===== config.mk =====
export PLATFORM = sky130hd
export DESIGN_NAME = http_chunked_body_decoder
export DESIGN_NICKNAME = d
export VERILOG_FILES = /design/src/chbd_pkg.sv /design/src/chbd_in_stage.sv /design/src/chbd_decode.sv /design/src/http_chunked_body_decoder.sv
export SDC_FILE = /design/constraint.sdc
export NUM_CORES = 1
export LEC_CHECK = 0
export BUFFER_PORTS_ARGS = -buffer_cell sky130_fd_sc_hd__buf_2
export CAP_MARGIN = 20
export CORE_UTILIZATION = 40
export DETAILED_ROUTE_END_ITERATION = 16
export PLACE_DENSITY_LB_ADDON = 0.15
export SYNTH_ARGS = -nofsm -noshare
export SYNTH_HDL_FRONTEND = slang
export SYNTH_SLANG_ARGS = --single-unit

===== constraint.sdc =====
create_clock -name clk -period 3.3 [get_ports clk]
set_input_delay 0.495 -clock clk [delete_from_list [all_inputs] [get_ports clk]]
set_output_delay 0.495 -clock clk [all_outputs]
set_load 0.01 [all_outputs]

===== src/chbd_pkg.sv =====
package chbd_pkg;

    // Result kind codes
    typedef logic [2:0] kind_t;

    localparam kind_t K_FRAME    = 3'd0;
    localparam kind_t K_PAYLOAD  = 3'd1;
    localparam kind_t K_END      = 3'd2;
    localparam kind_t K_BOUNDARY = 3'd3;
    localparam kind_t K_OVERFLOW = 3'd4;
    localparam kind_t K_DISCARD  = 3'd5;

    typedef logic [7:0] byte_t;

    localparam byte_t CH_CR = 8'h0D;
    localparam byte_t CH_LF = 8'h0A;

    // Hex digit decode: bit 4 set when the byte is a hex digit, bits 3:0 its value
    function automatic logic [4:0] hex_digit(input byte_t c);
        logic [4:0] r;
        begin
            r = 5'd0;
            if (c >= 8'h30 && c <= 8'h39)
            begin
                r = {1'b1, 4'(c - 8'h30)};
            end
            else if (c >= 8'h61 && c <= 8'h66)
            begin
                r = {1'b1, 4'(c - 8'h57)};
            end
            else if (c >= 8'h41 && c <= 8'h46)
            begin
                r = {1'b1, 4'(c - 8'h37)};
            end
            return r;
        end
    endfunction

endpackage


===== src/chbd_in_stage.sv =====
module chbd_in_stage (
    input  logic           clk,
    input  logic           rst_n,
    input  logic           in_valid,
    output logic           in_ready,
    input  chbd_pkg::byte_t data_byte,
    output logic           hold_valid,
    input  logic           hold_ready,
    output chbd_pkg::byte_t hold_byte
);
    import chbd_pkg::*;

    logic  valid_reg;
    byte_t byte_reg;

    // Take a new byte whenever the held one leaves or the stage is empty
    assign in_ready = !valid_reg || hold_ready;

    always_ff @(posedge clk or negedge rst_n)
    begin
        if (!rst_n)
        begin
            valid_reg <= 1'b0;
        end
        else if (in_ready)
        begin
            valid_reg <= in_valid;
        end
    end

    // Load payload on every transfer
    always_ff @(posedge clk)
    begin
        if (in_ready && in_valid)
        begin
            byte_reg <= data_byte;
        end
    end

    assign hold_valid = valid_reg;
    assign hold_byte  = byte_reg;

endmodule


===== src/chbd_decode.sv =====
module chbd_decode #(
    parameter int SIZE_BITS  = 32,
    parameter int LINE_LIMIT = 4096
) (
    input  logic            clk,
    input  logic            rst_n,
    input  logic            byte_valid,
    output logic            byte_ready,
    input  chbd_pkg::byte_t byte_in,
    output logic            out_valid,
    input  logic            out_ready,
    output chbd_pkg::kind_t kind,
    output chbd_pkg::byte_t out_byte,
    input  logic            cfg_valid,
    output logic            cfg_ready,
    input  logic            cfg_data
);
    import chbd_pkg::*;

    localparam int LC_W = $clog2(LINE_LIMIT + 1);

    localparam logic [2:0] PH_HEX  = 3'd0;
    localparam logic [2:0] PH_EXT  = 3'd1;
    localparam logic [2:0] PH_DATA = 3'd2;
    localparam logic [2:0] PH_CRLF = 3'd3;
    localparam logic [2:0] PH_DONE = 3'd4;

    logic                 mode_reg;
    logic [2:0]           phase_reg, phase_next;
    logic [SIZE_BITS-1:0] remaining_reg, remaining_next;
    logic [LC_W-1:0]      line_count_reg, line_count_next;
    logic                 saw_cr_reg, saw_cr_next;

    logic  res_valid_reg;
    kind_t kind_reg, kind_next;
    byte_t ob_reg, ob_next;

    logic                 fire;
    logic [4:0]           hd;
    logic [SIZE_BITS-1:0] rem_dec;

    // Result stage is free when empty or being drained
    assign byte_ready = !res_valid_reg || out_ready;
    assign fire       = byte_valid && byte_ready;
    assign cfg_ready  = 1'b1;

    assign hd      = hex_digit(byte_in);
    assign rem_dec = remaining_reg - SIZE_BITS'(1);

    // Next state and result for the byte at the head of the input stage
    always_comb
    begin
        phase_next      = phase_reg;
        remaining_next  = remaining_reg;
        line_count_next = line_count_reg;
        saw_cr_next     = saw_cr_reg;
        kind_next       = K_FRAME;
        ob_next         = 8'd0;

        if (!mode_reg)
        begin
            kind_next = K_PAYLOAD;
            ob_next   = byte_in;
        end
        else
        begin
            unique case (phase_reg)
                PH_HEX, PH_EXT:
                begin
                    if (phase_reg == PH_EXT && saw_cr_reg && byte_in == CH_LF)
                    begin
                        // Close the size line
                        saw_cr_next     = 1'b0;
                        line_count_next = '0;
                        if (remaining_reg == '0)
                        begin
                            phase_next = PH_DONE;
                            kind_next  = K_END;
                        end
                        else
                        begin
                            phase_next = PH_DATA;
                        end
                    end
                    else if (line_count_reg >= LC_W'(LINE_LIMIT))
                    begin
                        phase_next = PH_DONE;
                        kind_next  = K_OVERFLOW;
                    end
                    else
                    begin
                        line_count_next = line_count_reg + LC_W'(1);
                        if (phase_reg == PH_HEX && hd[4])
                        begin
                            // Accumulate a digit, saturating at the maximum size
                            if (remaining_reg[SIZE_BITS-1 -: 4] != 4'd0)
                            begin
                                remaining_next = '1;
                            end
                            else
                            begin
                                remaining_next = {remaining_reg[SIZE_BITS-5:0], hd[3:0]};
                            end
                        end
                        else
                        begin
                            phase_next  = PH_EXT;
                            saw_cr_next = (byte_in == CH_CR);
                        end
                    end
                end
                PH_DATA:
                begin
                    kind_next = K_PAYLOAD;
                    ob_next   = byte_in;
                    if (remaining_reg == '0 || rem_dec == '0)
                    begin
                        remaining_next = '0;
                        phase_next     = PH_CRLF;
                        saw_cr_next    = 1'b0;
                    end
                    else
                    begin
                        remaining_next = rem_dec;
                    end
                end
                PH_CRLF:
                begin
                    if (!saw_cr_reg)
                    begin
                        if (byte_in == CH_CR)
                        begin
                            saw_cr_next = 1'b1;
                        end
                        else
                        begin
                            kind_next  = K_BOUNDARY;
                            phase_next = PH_DONE;
                        end
                    end
                    else if (byte_in == CH_LF)
                    begin
                        saw_cr_next     = 1'b0;
                        remaining_next  = '0;
                        line_count_next = '0;
                        phase_next      = PH_HEX;
                    end
                    else
                    begin
                        kind_next  = K_BOUNDARY;
                        phase_next = PH_DONE;
                    end
                end
                default:
                begin
                    kind_next  = K_DISCARD;
                    phase_next = PH_DONE;
                end
            endcase
        end
    end

    // Decoder state and mode register
    always_ff @(posedge clk or negedge rst_n)
    begin
        if (!rst_n)
        begin
            mode_reg       <= 1'b1;
            phase_reg      <= PH_HEX;
            remaining_reg  <= '0;
            line_count_reg <= '0;
            saw_cr_reg     <= 1'b0;
            res_valid_reg  <= 1'b0;
        end
        else
        begin
            if (cfg_valid && cfg_ready)
            begin
                mode_reg <= cfg_data;
            end
            if (fire)
            begin
                phase_reg      <= phase_next;
                remaining_reg  <= remaining_next;
                line_count_reg <= line_count_next;
                saw_cr_reg     <= saw_cr_next;
            end
            if (byte_ready)
            begin
                res_valid_reg <= byte_valid;
            end
        end
    end

    // Result payload
    always_ff @(posedge clk)
    begin
        if (fire)
        begin
            kind_reg <= kind_next;
            ob_reg   <= ob_next;
        end
    end

    assign out_valid = res_valid_reg;
    assign kind      = kind_reg;
    assign out_byte  = ob_reg;

    // Finished phase is terminal until reset
    assert property (@(posedge clk) disable iff (!rst_n)
        phase_reg == PH_DONE |=> phase_reg == PH_DONE)
        else $error("left finished phase");

    // Chunk data phase always has bytes left
    assert property (@(posedge clk) disable iff (!rst_n)
        phase_reg == PH_DATA |-> remaining_reg != '0)
        else $error("data phase with zero remaining");

    // Size line counter never passes the limit
    assert property (@(posedge clk) disable iff (!rst_n)
        line_count_reg <= LC_W'(LINE_LIMIT))
        else $error("line counter past limit");

    // Non-payload results carry a zero byte
    assert property (@(posedge clk) disable iff (!rst_n)
        out_valid && kind != K_PAYLOAD |-> out_byte == 8'd0)
        else $error("stray byte on non-payload result");

endmodule


===== src/http_chunked_body_decoder.sv =====
// HTTP/1.1 chunked body decoder.
// Feed response body bytes, starting right after the header, on the
// in_valid/in_ready/data_byte channel. Each byte yields exactly one result
// on out_valid/out_ready with a kind code and out_byte (payload when kind is
// payload, otherwise zero): framing, payload, end of body, boundary error,
// line overflow or discarded.
// cfg_valid/cfg_ready/cfg_data writes the chunked mode bit (1 decodes, 0
// passes bytes through); cfg_ready is always high. Write it only when idle.
// A byte transferred on the input is first held in the input register, then
// decoded into the result register, from which it leaves.
// Throughput: one byte per cycle while the receiver does not stall, set by the
// combinational decode between the input register and the result register.
// While the receiver stalls, the result register holds its result and the
// input register holds one more byte; in_ready then drops.
// Reset enables chunked mode, starts at the first size line and empties
// both registers. After end of body or any error every byte is discarded in
// chunked mode until the next reset.
module http_chunked_body_decoder #(
    parameter int SIZE_BITS  = 32,
    parameter int LINE_LIMIT = 4096
) (
    input  logic            clk,
    input  logic            rst_n,
    input  logic            in_valid,
    output logic            in_ready,
    input  chbd_pkg::byte_t data_byte,
    output logic            out_valid,
    input  logic            out_ready,
    output chbd_pkg::kind_t kind,
    output chbd_pkg::byte_t out_byte,
    input  logic            cfg_valid,
    output logic            cfg_ready,
    input  logic            cfg_data
);
    import chbd_pkg::*;

    logic  hold_valid;
    logic  hold_ready;
    byte_t hold_byte;

    // Input register
    chbd_in_stage u_in_stage (
        .clk        (clk),
        .rst_n      (rst_n),
        .in_valid   (in_valid),
        .in_ready   (in_ready),
        .data_byte  (data_byte),
        .hold_valid (hold_valid),
        .hold_ready (hold_ready),
        .hold_byte  (hold_byte)
    );

    // Decode and result register
    chbd_decode #(
        .SIZE_BITS  (SIZE_BITS),
        .LINE_LIMIT (LINE_LIMIT)
    ) u_decode (
        .clk        (clk),
        .rst_n      (rst_n),
        .byte_valid (hold_valid),
        .byte_ready (hold_ready),
        .byte_in    (hold_byte),
        .out_valid  (out_valid),
        .out_ready  (out_ready),
        .kind       (kind),
        .out_byte   (out_byte),
        .cfg_valid  (cfg_valid),
        .cfg_ready  (cfg_ready),
        .cfg_data   (cfg_data)
    );

endmodule

# Word-level counts from Yosys, hierarchy flattened
# Index checks and enable logic that the tools add are counted.
# op_classes
n_addsub	5
n_mul	0
div	0
n_lt_le_gt_ge	7
n_eq_ne	15
n_shift	0
mux	42
bitwise_logic	0
reduce_logical	24
# ops
cell	count
$mux W32	7
$pmux W32 S3	1
$logic_not A32 Y1	2
$mux W13	4
$mux W3	11
$sub A32 B1 Y32 const B	1
$pmux W13 S2	1
$pmux W3 S3	2
$eq A8 B4 Y1 const B	2
$ge A8 B7 Y1 const B	2
$le A8 B7 Y1 const B	2
$mux W8	2
$mux W5	3
$add A13 B1 Y13 const B	1
$ge A13 B13 Y1 const B	1
$reduce_and A6 Y1	2
$ne A3 B2 Y1 const B	3
$ge A8 B6 Y1 const B	1
$le A8 B6 Y1 const B	1
$logic_and A1 B1 Y1	8
$ne A2 B1 Y1 const B	4
$reduce_and A8 Y1	1
$sub A4 B3 Y4 const B	2
$mux W1	7
15 further kinds	22
# totals
reg_bits	71
latch_bits	0
mem_bits_rw	0
mem_bits_ro	0
in_bits	14
elab_cells	103
mem_count	0

# Logic depth before layout (Yosys ltp)
# Gate-level depths: netlist of run 1.
# depth
ltp_word	10
ltp_mapped	11
depth_no_buf	10

# Cells and area by module
# Synthesis of run 1 repeated with hierarchy kept, for this count alone.
# unflattened
hier_cells	509
area_unflattened_um2	4441.8
# modules_own_cells
module	n_inst	cells_per_inst	area_each_um2	seq_area_each_um2
chbd_decode	1	497	4147.7	1607.8
chbd_in_stage	1	12	294.0	265.3

# Worst setup path before layout of run 1
# No wires, ideal clock.
# synth_path
path_kind	register -> register
start	register u_decode.remaining_reg[5]
end	register u_decode.saw_cr_reg
setup_time_ns	0.126
arrival_ns	2.583
t_required_ns	3.174
slack_ns	0.591
path_stages_with_launch	10
path_cell_list	dfrtp_1 buf_6 or4_4 or4_1 o221ai_1 nand4_1 nor4_1 nand4_1 and2_0 o32a_1
# synth_between
elab_chain_cells	5
elab_cells_between_ends	6
# synth_rtl
element	line	rtl
start, declared	chbd_decode.sv:30	logic [SIZE_BITS-1:0] remaining_reg, remaining_next;
start signal, assigned	chbd_decode.sv:184	remaining_reg <= remaining_next;
$sub A32 B1 Y32	chbd_decode.sv:48	assign rem_dec = remaining_reg - SIZE_BITS'(1);
$logic_not A32 Y1	chbd_decode.sv:116	if (remaining_reg == '0 || rem_dec == '0)
$logic_or A1 B1 Y1 (*)	chbd_decode.sv:116	
$ne A2 B1 Y1 (no line) (*)	-	
$reduce_and A6 Y1 (no line) (*)	-	
end signal, assigned	chbd_decode.sv:186	saw_cr_reg <= saw_cr_next;
end, declared	chbd_decode.sv:32	logic saw_cr_reg, saw_cr_next;
# Mark *: on every way between the ends. The rest lies on a longest branch, timed or not.
# A chain may end at the register's enable or synchronous reset.

# Final worst setup path of run 1
# layout_path
start	register u_decode.remaining_reg[6]
end	register u_decode.saw_cr_reg
# The elaborated chain is that of the path after synthesis.

==> metrics.txt, run 1 <==
status finished clean; Worst Max-Slew Pin Slew 1113 ps; synthesized flop and latch total 71; Multi-input gate area 0.002550 mm²; clock slew at reported path FFs 60 ps; GR Overflow Total 0; IO Pins 28; worst rel slew slack 0.2543; die width 109.3 µm; Starting Density 0.4172; initial antenna violation count 0; Post-Place Cell Area 0.004942 mm²; vias per inst 6.082; maxcap violations 0; Worst setup EP type register; Root Driver clkbuf_16; f_max 0.3277 GHz; Antenna Nets Post-Route 0; routed length per instance 17.52 µm; Comb power frac 0.275; Post-Syn Area 0.004602 mm²; H-tree depth 3; register area share after synthesis 0.4070; Worst setup SP type register; Leakage 2.023 nW; GPL Wtd Cong 0.8581; syn avg cell area 8.570 µm²; nets@finish 581; Worst Path Buf+Inv 0; distinct cell type count after synthesis 66; max reg flops 32; area delta synth->final 14.08%; CTS Sinks 71; vias in the first global route 3,986; Worst Path Arrival 3280 ps; Total Routing Usage GR 0.2248; Hold Crit Class input port to async pin; Net Sw Power 1.303 mW; flop-to-flop setup slack 250 ps; final setup fails 0; pwr/cell area 653.8 mW/mm²; share of power burned in the clock network 0.286; critical path's slowest cell or4_4; DIE AREA 0.01194 mm²; Num CTS Buffers 9; post-route design area 0.005250 mm²; CP Data Required Time 3530 ps; most frequent cells in the layout o21ai_0 (83), dfrtp_1 (51), nor2_1 (42); Final WS setup 248.8 ps; Sw Ratio 0.3797; Detailed Place HPWL 8.368 mm; setup TNS 0 ps; hold_buf cts 0; CP delay by family, top simple AND/OR/NAND/NOR gates; Hold Slack 72.90 ps; ratio of cells with drive above 1 in the final layout 0.1558; CP Depth 8; crit path time final 3051 ps; most used cell, CP nand4_1; most common cell after layout, fill and taps aside o21ai_0; Pins Over Slew Limit 0; Final Cycle Share 0.9246; top_reg_cell synth dfrtp_1; CTS tree done; First-pass DRT Iterations 7; slowest stage delay, CP 590 ps; synthesized netlist cell count 537; # resized after CTS 0; cells on worst reg2reg path 8; DR DRC count 0; global-route wire length before repair 20.56 mm; drt total wl 12.35 mm; Net Count, Synth 558; Yosys warning count 0; Max rail drop VDD 0.3110 mV; die height 109.3 µm; Clk Latency, worst-skew pair 350 ps; 1st-iter DRT viols 341; number of synthesized flops with an enable pin 19; largest net degree at the start of global routing 42; pre-CTS setup slack 228.4 ps; RSZ-0062 raised after global routing false; number of diodes 0; critical path fanouts, max 8; crit path kind register to register; core area 0.01103 mm²; postcts setup bufs 0; internal power 2.129 mW; CP cell instances or4_4 -> or4_1 -> o221ai_1 -> nand4_1 -> nor4_1 -> nand4_1 -> and2_0 -> o32a_1; clk buf depth 2; row cnt 38; power share of the sequential group 0.439; Async SR Flop Fraction 0.7324; Reg area 0.001873 mm²; Final Skew 7.036 ps; vias post-DR 4,288; fillers 1,064; total power 3.433 mW; Fin. Hold Viols 0; PortBufs 26
cells by family after synthesis:
logic type | after synthesis | synth area share
compound gates | 183 | 0.2455
xor+xnor | 10 | 0.01903
simple gates | 218 | 0.2643
flops | 71 | 0.4070
buf+inv | 46 | 0.04187
fa+ha+maj | 7 | 0.01903
other cells | 1 | 0.0008149
mux | 1 | 0.002447
metrics by stage:
stage / utilization / std cells
after detailed placement: 0.4480 / 689
final: 0.4760 / 705
after global routing: 0.4760 / 705
after floorplan: - / 537
after CTS: 0.4755 / 705
after global placement: 0.4480 / 689
final cells by class:
| type | count | area share |
|---|---|---|
| multi-input cells | 420 | 0.4857 |
| flip-flops and latches | 71 | 0.3568 |
| repair buffers | 49 | 0.06006 |
| clock buffers | 11 | 0.05029 |
| well taps | 140 | 0.03337 |
| clock inverters | 5 | 0.007388 |
| inverters | 9 | 0.006435 |
routing by layer:
metal  global-route usage  share of wire
met1               0.3162           0.49
met2               0.3414           0.45
met3              0.03766          0.045
met4              0.09143          0.022
met5                    0              0
synth_stat cells (3+ instances only):
cell	n	area share
o22ai_1	5	0.0068
dfrtp_1	51	0.28
o211ai_1	4	0.0065
xnor2_1	8	0.015
inv_1	9	0.0073
buf_2	7	0.0076
nand4_1	9	0.012
nand2_1	35	0.029
ha_1	7	0.019
buf_1	3	0.0024
and2_1	13	0.018
nor3_1	16	0.017
a22o_1	16	0.030
nor2b_1	7	0.0095
a21o_1	4	0.0065
o41ai_1	4	0.0076
a31oi_1	3	0.0041
o21ai_0	83	0.090
or4_1	5	0.0082
clkbuf_1	25	0.020
nand3b_1	4	0.0065
a21oi_1	27	0.029
nor2_1	42	0.034
nor4_2	4	0.011
edfxtp_1	19	0.12
nand2b_1	18	0.024
or3_1	8	0.011
o21ai_1	4	0.0044
a211oi_1	4	0.0065
nor4_1	12	0.016
o31ai_1	9	0.015
nand3_1	17	0.018
nor3_2	3	0.0065
or2_2	6	0.0082
and3_1	8	0.011
path summary, 6_finish.rpt:
check | startpoint | end
max in group asynchronous | rst_n | u_decode.remaining_reg[26]$_DFFE_PN0P_
setup / recovery | u_decode.remaining_reg[6]$_DFFE_PN0P_ | u_decode.saw_cr_reg$_DFFE_PN0P_
setup reg to reg | u_decode.remaining_reg[6]$_DFFE_PN0P_ | u_decode.saw_cr_reg$_DFFE_PN0P_
hold / removal | rst_n | u_decode.out_valid$_DFFE_PN0P_
min in group clk | data_byte[5] | u_in_stage.hold_byte[5]$_DFFE_PP_
hold reg to reg | u_decode.line_count_reg[7]$_DFFE_PN0P_ | u_decode.line_count_reg[7]$_DFFE_PN0P_
power by group through the flow:
stage	Clock, mW	Sequential [mW]	Combinational [mW]
after floorplan	0	1.31	0.827
after global placement	0	1.50	0.930
after detailed placement	0	1.50	0.929
after CTS	1.00	1.49	0.936
after global routing	1.04	1.54	1.06
final	0.983	1.51	0.943
(Power assumes the default switching activity.)
==> inputs of run 2 (changes only) <==
--- a/config.mk
+++ b/config.mk
@@ -8,6 +8,7 @@
 export BUFFER_PORTS_ARGS = -buffer_cell sky130_fd_sc_hd__buf_2
 export CAP_MARGIN = 20
 export CORE_UTILIZATION = 40
+export CTS_BUF_LIST = sky130_fd_sc_hd__clkbuf_2 sky130_fd_sc_hd__clkbuf_4 sky130_fd_sc_hd__clkbuf_8
 export DETAILED_ROUTE_END_ITERATION = 16
 export PLACE_DENSITY_LB_ADDON = 0.15
 export SYNTH_ARGS = -nofsm -noshare
==> run 2 against run 1 <==
  * Global-route usage hardly changed
  * Sequential cell count stayed put
  * Setup slack worse by 42 ps
  * Clock power is 24% lower
  * Hold slack worse by 35 ps
  * Combinational power hardly changed
  * Final area is 1.8% lower
  * Critical endpoint is now u_decode.remaining_reg[25]$_DFFE_PN0P_
  * Largest cell class unchanged
  * Highest routed layer unchanged
==> metrics.txt, run 2 (synthesis gave the netlist of run 1 again) <==
GR Overflow Total 0; ratio of cells with drive above 1 in the final layout 0.1558; f_max 0.3233 GHz; Total Routing Usage GR 0.2249; row cnt 38; most common cell after layout, fill and taps aside o21ai_0; drt total wl 12.38 mm; DIE AREA 0.01194 mm²; die width 109.3 µm; Worst setup SP type register; critical path fanouts, max 14; cells on worst reg2reg path 9; max reg flops 32; Max rail drop VDD 0.2883 mV; worst rel slew slack 0.2653; CP delay by family, top simple AND/OR/NAND/NOR gates; most frequent cells in the layout o21ai_0 (83), dfrtp_1 (51), nor2_1 (42); initial antenna violation count 0; vias in the first global route 3,999; Num CTS Buffers 9; power share of the sequential group 0.471; Hold Crit Class input port to async pin; Clk Latency, worst-skew pair 370 ps; Detailed Place HPWL 8.368 mm; Worst Path Arrival 3410 ps; Antenna Nets Post-Route 0; nets@finish 581; Net Sw Power 1.273 mW; Pins Over Slew Limit 0; pwr/cell area 619.9 mW/mm²; PortBufs 26; RSZ-0062 raised after global routing false; Sw Ratio 0.3985; routed length per instance 17.56 µm; vias per inst 6.094; Worst setup EP type register; final setup fails 0; First-pass DRT Iterations 5; CTS Sinks 71; CTS tree done; die height 109.3 µm; pre-CTS setup slack 228.4 ps; Worst Path Buf+Inv 1; DR DRC count 0; Comb power frac 0.295; Starting Density 0.4172; maxcap violations 0; core area 0.01103 mm²; global-route wire length before repair 20.58 mm; fillers 1,084; Hold Slack 37.90 ps; Fin. Hold Viols 0; crit path time final 3093 ps; Leakage 1.979 nW; Final Skew 8.424 ps; CP Data Required Time 3610 ps; dpl cells 689; share of power burned in the clock network 0.234; Worst Max-Slew Pin Slew 1096 ps; 1st-iter DRT viols 357; crit path kind register to register; number of diodes 0; CP Depth 9; vias post-DR 4,296; internal power 1.922 mW; Final WS setup 207.3 ps; Final Cycle Share 0.9372; status finished clean; setup TNS 0 ps; Root Driver clkbuf_8; CP cell instances inv_1 -> ha_1 -> nor2b_2 -> nand4_1 -> nor4_1 -> nor3_2 -> nand2_1 -> o41ai_1 -> a22o_1; IO Pins 28; clock slew at reported path FFs 80 ps; critical path's slowest cell nor3_2; GPL Wtd Cong 0.8581; largest net degree at the start of global routing 42; area delta synth->final 11.99%; Post-Layout Cell Count 705; H-tree depth 3; clk buf depth 2; slowest stage delay, CP 840 ps
[run 2: cell type report]
class                      count  area [µm²]  area share
tap                          140       175.2     0.03399
clock buffer                  10       137.6     0.02671
clock inverter                 6       68.82     0.01335
multi-input combinational    420        2550      0.4948
inverter                       9       33.78    0.006555
sequential                    71        1873      0.3634
timing repair buffer          49       315.3     0.06118
[run 2: per-layer routing]
layer,wire length [µm],GRT usage,share of wire,vias to the layer above
li1,-,-,-,2055
met3,730,0.03527,0.059,25
met5,0,0,0,-
met4,317,0.09333,0.026,0
met2,5499,0.3428,0.44,147
met1,5836,0.3162,0.47,2069
[run 2: power groups by stage]
stage               combinational (mW)  clock [mW]  sequential [mW]
floorplan                        0.827           0             1.31
global placement                 0.930           0             1.50
detailed placement               0.929           0             1.50
CTS                              0.935       0.767             1.49
global route                      1.05       0.803             1.54
finish                           0.943       0.748             1.50
[run 2: path summary, 6_finish.rpt]
path | endpoint | slack, ps | start
max in group asynchronous | u_decode.remaining_reg[26]$_DFFE_PN0P_ | 2420 | rst_n
min in group clk | u_in_stage.hold_byte[5]$_DFFE_PP_ | 300 | data_byte[5]
worst min-delay path | u_decode.out_valid$_DFFE_PN0P_ | 40 | rst_n
worst max-delay path | u_decode.remaining_reg[25]$_DFFE_PN0P_ | 210 | u_decode.remaining_reg[0]$_DFFE_PN0P_
worst min register to register | u_decode.line_count_reg[7]$_DFFE_PN0P_ | 490 | u_decode.line_count_reg[7]$_DFFE_PN0P_
worst max register to register | u_decode.remaining_reg[25]$_DFFE_PN0P_ | 210 | u_decode.remaining_reg[0]$_DFFE_PN0P_
[run 2: worst reg2reg max path, stage by stage, from the launching register on]
cell and delay, ps:
dfrtp_1 450, inv_1 110, ha_1 250, nor2b_2 210, nand4_1 170, nor4_1 130, nor3_2 840, nand2_1 270
o41ai_1 410, a22o_1 190
[run 2: through the flow]
stage,total power [mW],utilization,cell area [µm²]
CTS,3.195,0.4668,5149
global placement,2.429,0.4480,4942
floorplan,2.137,-,4602
finish,3.195,0.4672,5154
global route,3.399,0.4672,5154
detailed placement,2.433,0.4480,4942
[run 2: what timing repair did]
item,CTS,global route
gates resized for setup,0,2
endpoints found under the setup margin,0,4
buffers inserted,0,0
hold buffers,0,0
==> inputs of run 3 (changes only) <==
--- a/config.mk
+++ b/config.mk
@@ -5,6 +5,7 @@
 export SDC_FILE = /design/constraint.sdc
 export NUM_CORES = 1
 export LEC_CHECK = 0
+export ABC_AREA = 1
 export BUFFER_PORTS_ARGS = -buffer_cell sky130_fd_sc_hd__buf_2
 export CAP_MARGIN = 20
 export CORE_UTILIZATION = 40
==> run 3 against run 2 <==
  * Clock skew is 2.2 ps higher
  * Combinational power is 88% lower
  * Setup slack improved by 200 ps
  * Highest routed layer unchanged
  * Sequential power fell by 36%
  * Maximum frequency grew 7.0%
  * Cell count increased by 27%
==> metrics.txt, run 3 <==
global route hottest layer met2; Async SR Flop Fraction 0.7324; Fin. Hold Viols 0; most common cell after layout, fill and taps aside nand2_1; synth cell count leaders nand2_1 (181), nor2_1 (141), inv_1 (79); Yosys warning count 0; Hold Slack 48.17 ps; vias post-DR 4,676; Pins Over Slew Limit 0; cells on worst reg2reg path 15; worst rel slew slack 0.5871; share of power burned in the clock network 0.401; hold_buf cts 0; Root Driver clkbuf_8; most frequent cells in the layout nand2_1 (181), nor2_1 (141), inv_1 (79); Net Sw Power 0.4333 mW; reg2reg start u_decode.remaining_reg[1]$_DFFE_PN0P_; final setup fails 0; synthesized flop and latch total 71; Worst setup SP type register; Comb power frac 0.063; number of synthesized flops with an enable pin 19; crit path from u_decode.remaining_reg[1]$_DFFE_PN0P_; Final Cycle Share 0.8757; die width 111.5 µm; met1 Usage GRT 0.3092; Crit Reg-Reg Endpoint u_decode.phase_reg[1]$_DFFE_PN0P_; DR DRC count 0; Max rail drop VDD 0.2479 mV; ratio of cells with drive above 1 in the final layout 0.09746; synthesized netlist cell count 722; CTS Sinks 71; global-route wire length before repair 22.14 mm; # resized after CTS 0; Num CTS Buffers 9; CP endpoint u_decode.phase_reg[1]$_DFFE_PN0P_; Worst Max-Slew Pin Slew 618.5 ps; IO Pins 28; Total Routing Usage GR 0.2231; core area 0.01156 mm²; critical path fanouts, max 33; Synth top area share 0.2663; die height 111.5 µm; number of diodes 0; syn avg cell area 6.637 µm²; clock slew at reported path FFs 80 ps; Clk Latency, worst-skew pair 360 ps; Sw Ratio 0.2435; area leader, netlist dfrtp_1; internal power 1.346 mW; Final Skew 10.63 ps; register area share after synthesis 0.3909; Post-Syn Area 0.004792 mm²; Leakage 2.806 nW; GR Layer Usage met3 0.05063; routed length per instance 14.46 µm; flop-to-flop setup slack 410 ps; maxcap violations 0; vias per inst 5.242; Starting Density 0.4144; Detailed Place HPWL 9.499 mm; Worst setup EP type register; Antenna Nets Post-Route 0; area delta synth->final 9.060%; clk buf depth 2; CTS tree done; GPL Wtd Cong 0.9343; distinct cell type count after synthesis 35; f_max 0.3461 GHz; DIE AREA 0.01242 mm²; First-pass DRT Iterations 5; power share of the sequential group 0.536; status finished clean; crit path kind register to register; setup TNS 0 ps; max reg flops 32; top cells by area, synth dfrtp_1 (27%), nand2_1 (14%), edfxtp_1 (12%); drt total wl 12.90 mm; postcts setup bufs 0; most numerous cell in the Yosys netlist nand2_1; largest net degree at the start of global routing 37; row cnt 39; initial antenna violation count 0; CP Data Required Time 3550 ps; vias in the first global route 4,530; PortBufs 26; Net Count, Synth 743; pwr/cell area 340.5 mW/mm²; grt met2 use 0.3400; Hold Crit Class input port to async pin; RSZ-0062 raised after global routing false; top_reg_cell synth dfrtp_1; H-tree depth 3; nets@finish 765; Util after Layout 0.4519; 1st-iter DRT viols 374; crit path time final 2890 ps; GR Overflow Total 0; Worst Path Arrival 3140 ps
## run 3: changes by cell type after synthesis, sizes merged, moves of 19 or more
cell	delta
clkbuf	-19
nand3	+52
o21ai	-67
nand2	+151
inv	+77
a21oi	+45
nor2	+109
## run 3: power by group through the flow
stage                     clock network, mW  registers, mW  logic [mW]
after floorplan                           0          0.979      0.0497
after global placement                    0          0.970       0.113
after detailed placement                  0          0.972       0.115
after CTS                             0.739          0.954       0.115
after global routing                  0.775          0.957       0.129
final                                 0.713          0.953       0.113
## run 3: area by class of cell
| class | instances | area [µm²] |
|---|---|---|
| Inverter | 87 | 326.6 |
| Sequential cell | 71 | 1873 |
| Timing Repair Buffer | 32 | 175.2 |
| Multi-Input combinational cell | 543 | 2479 |
| Clock buffer | 12 | 146.4 |
| Fill cell | 1198 | 6339 |
| Tap cell | 143 | 178.9 |
| Clock inverter | 4 | 47.55 |
## run 3: critical path, stage by stage (launching register included)
cell and delay [ps]:
dfrtp_1 410, inv_1 140, ha_1 250, nand3_2 150
nor2_1 220, nand2_1 150, nand2_1 80, nand2_1 60
nor2_1 140, nand3_1 110, nor2_1 220, nand3_4 380
nand2_2 250, nand2_1 90, nand2_1 60, nand2_1 50
## run 3: metal layers
metal / vias up / routed length, µm
li1: 2365 / -
met1: 2153 / 6268
met2: 133 / 5559
met3: 25 / 733
met4: 0 / 338
met5: - / 0
## run 3: cell families (layout without fill, tap and decap cells)
| family | count (synthesis) | after routing | share of synthesized area |
|---|---|---|---|
| adder cells (fa/ha/maj) | 7 | 7 | 0.01828 |
| flip-flops | 71 | 71 | 0.3909 |
| buffers and inverters | 108 | 135 | 0.09190 |
| XOR/XNOR | 6 | 6 | 0.01097 |
| AND/OR/NAND/NOR | 425 | 425 | 0.3728 |
| other | 1 | 1 | 0.0007825 |
| AO/OA/AOI/OAI | 104 | 104 | 0.1144 |
## run 3: worst min path at each step
stage | startpoint | endpoint | cells past startpoint | slack [ps]
global route | rst_n | u_decode.remaining_reg[7]$_DFFE_PN0P_ | 1 | 70
floorplan | rst_n | u_decode.line_count_reg[0]$_DFFE_PN0P_ | 0 | 200
CTS | rst_n | u_decode.remaining_reg[21]$_DFFE_PN0P_ | 1 | 40
global placement | rst_n | u_decode.remaining_reg[7]$_DFFE_PN0P_ | 1 | 440
detailed placement | rst_n | u_decode.remaining_reg[7]$_DFFE_PN0P_ | 1 | 450
finish | rst_n | u_decode.remaining_reg[7]$_DFFE_PN0P_ | 1 | 50
## run 3: through the flow
step | instances | cell area (µm²) | power (mW) | setup WS (ps)
after floorplan | 722 | 4792 | 1.028 | 1191
after global placement | 876 | 5032 | 1.083 | 510.1
after detailed placement | 876 | 5032 | 1.087 | 484.3
after CTS | 892 | 5226 | 1.809 | 465.1
after global routing | 892 | 5226 | 1.862 | 58.88
final | 892 | 5226 | 1.779 | 410.3
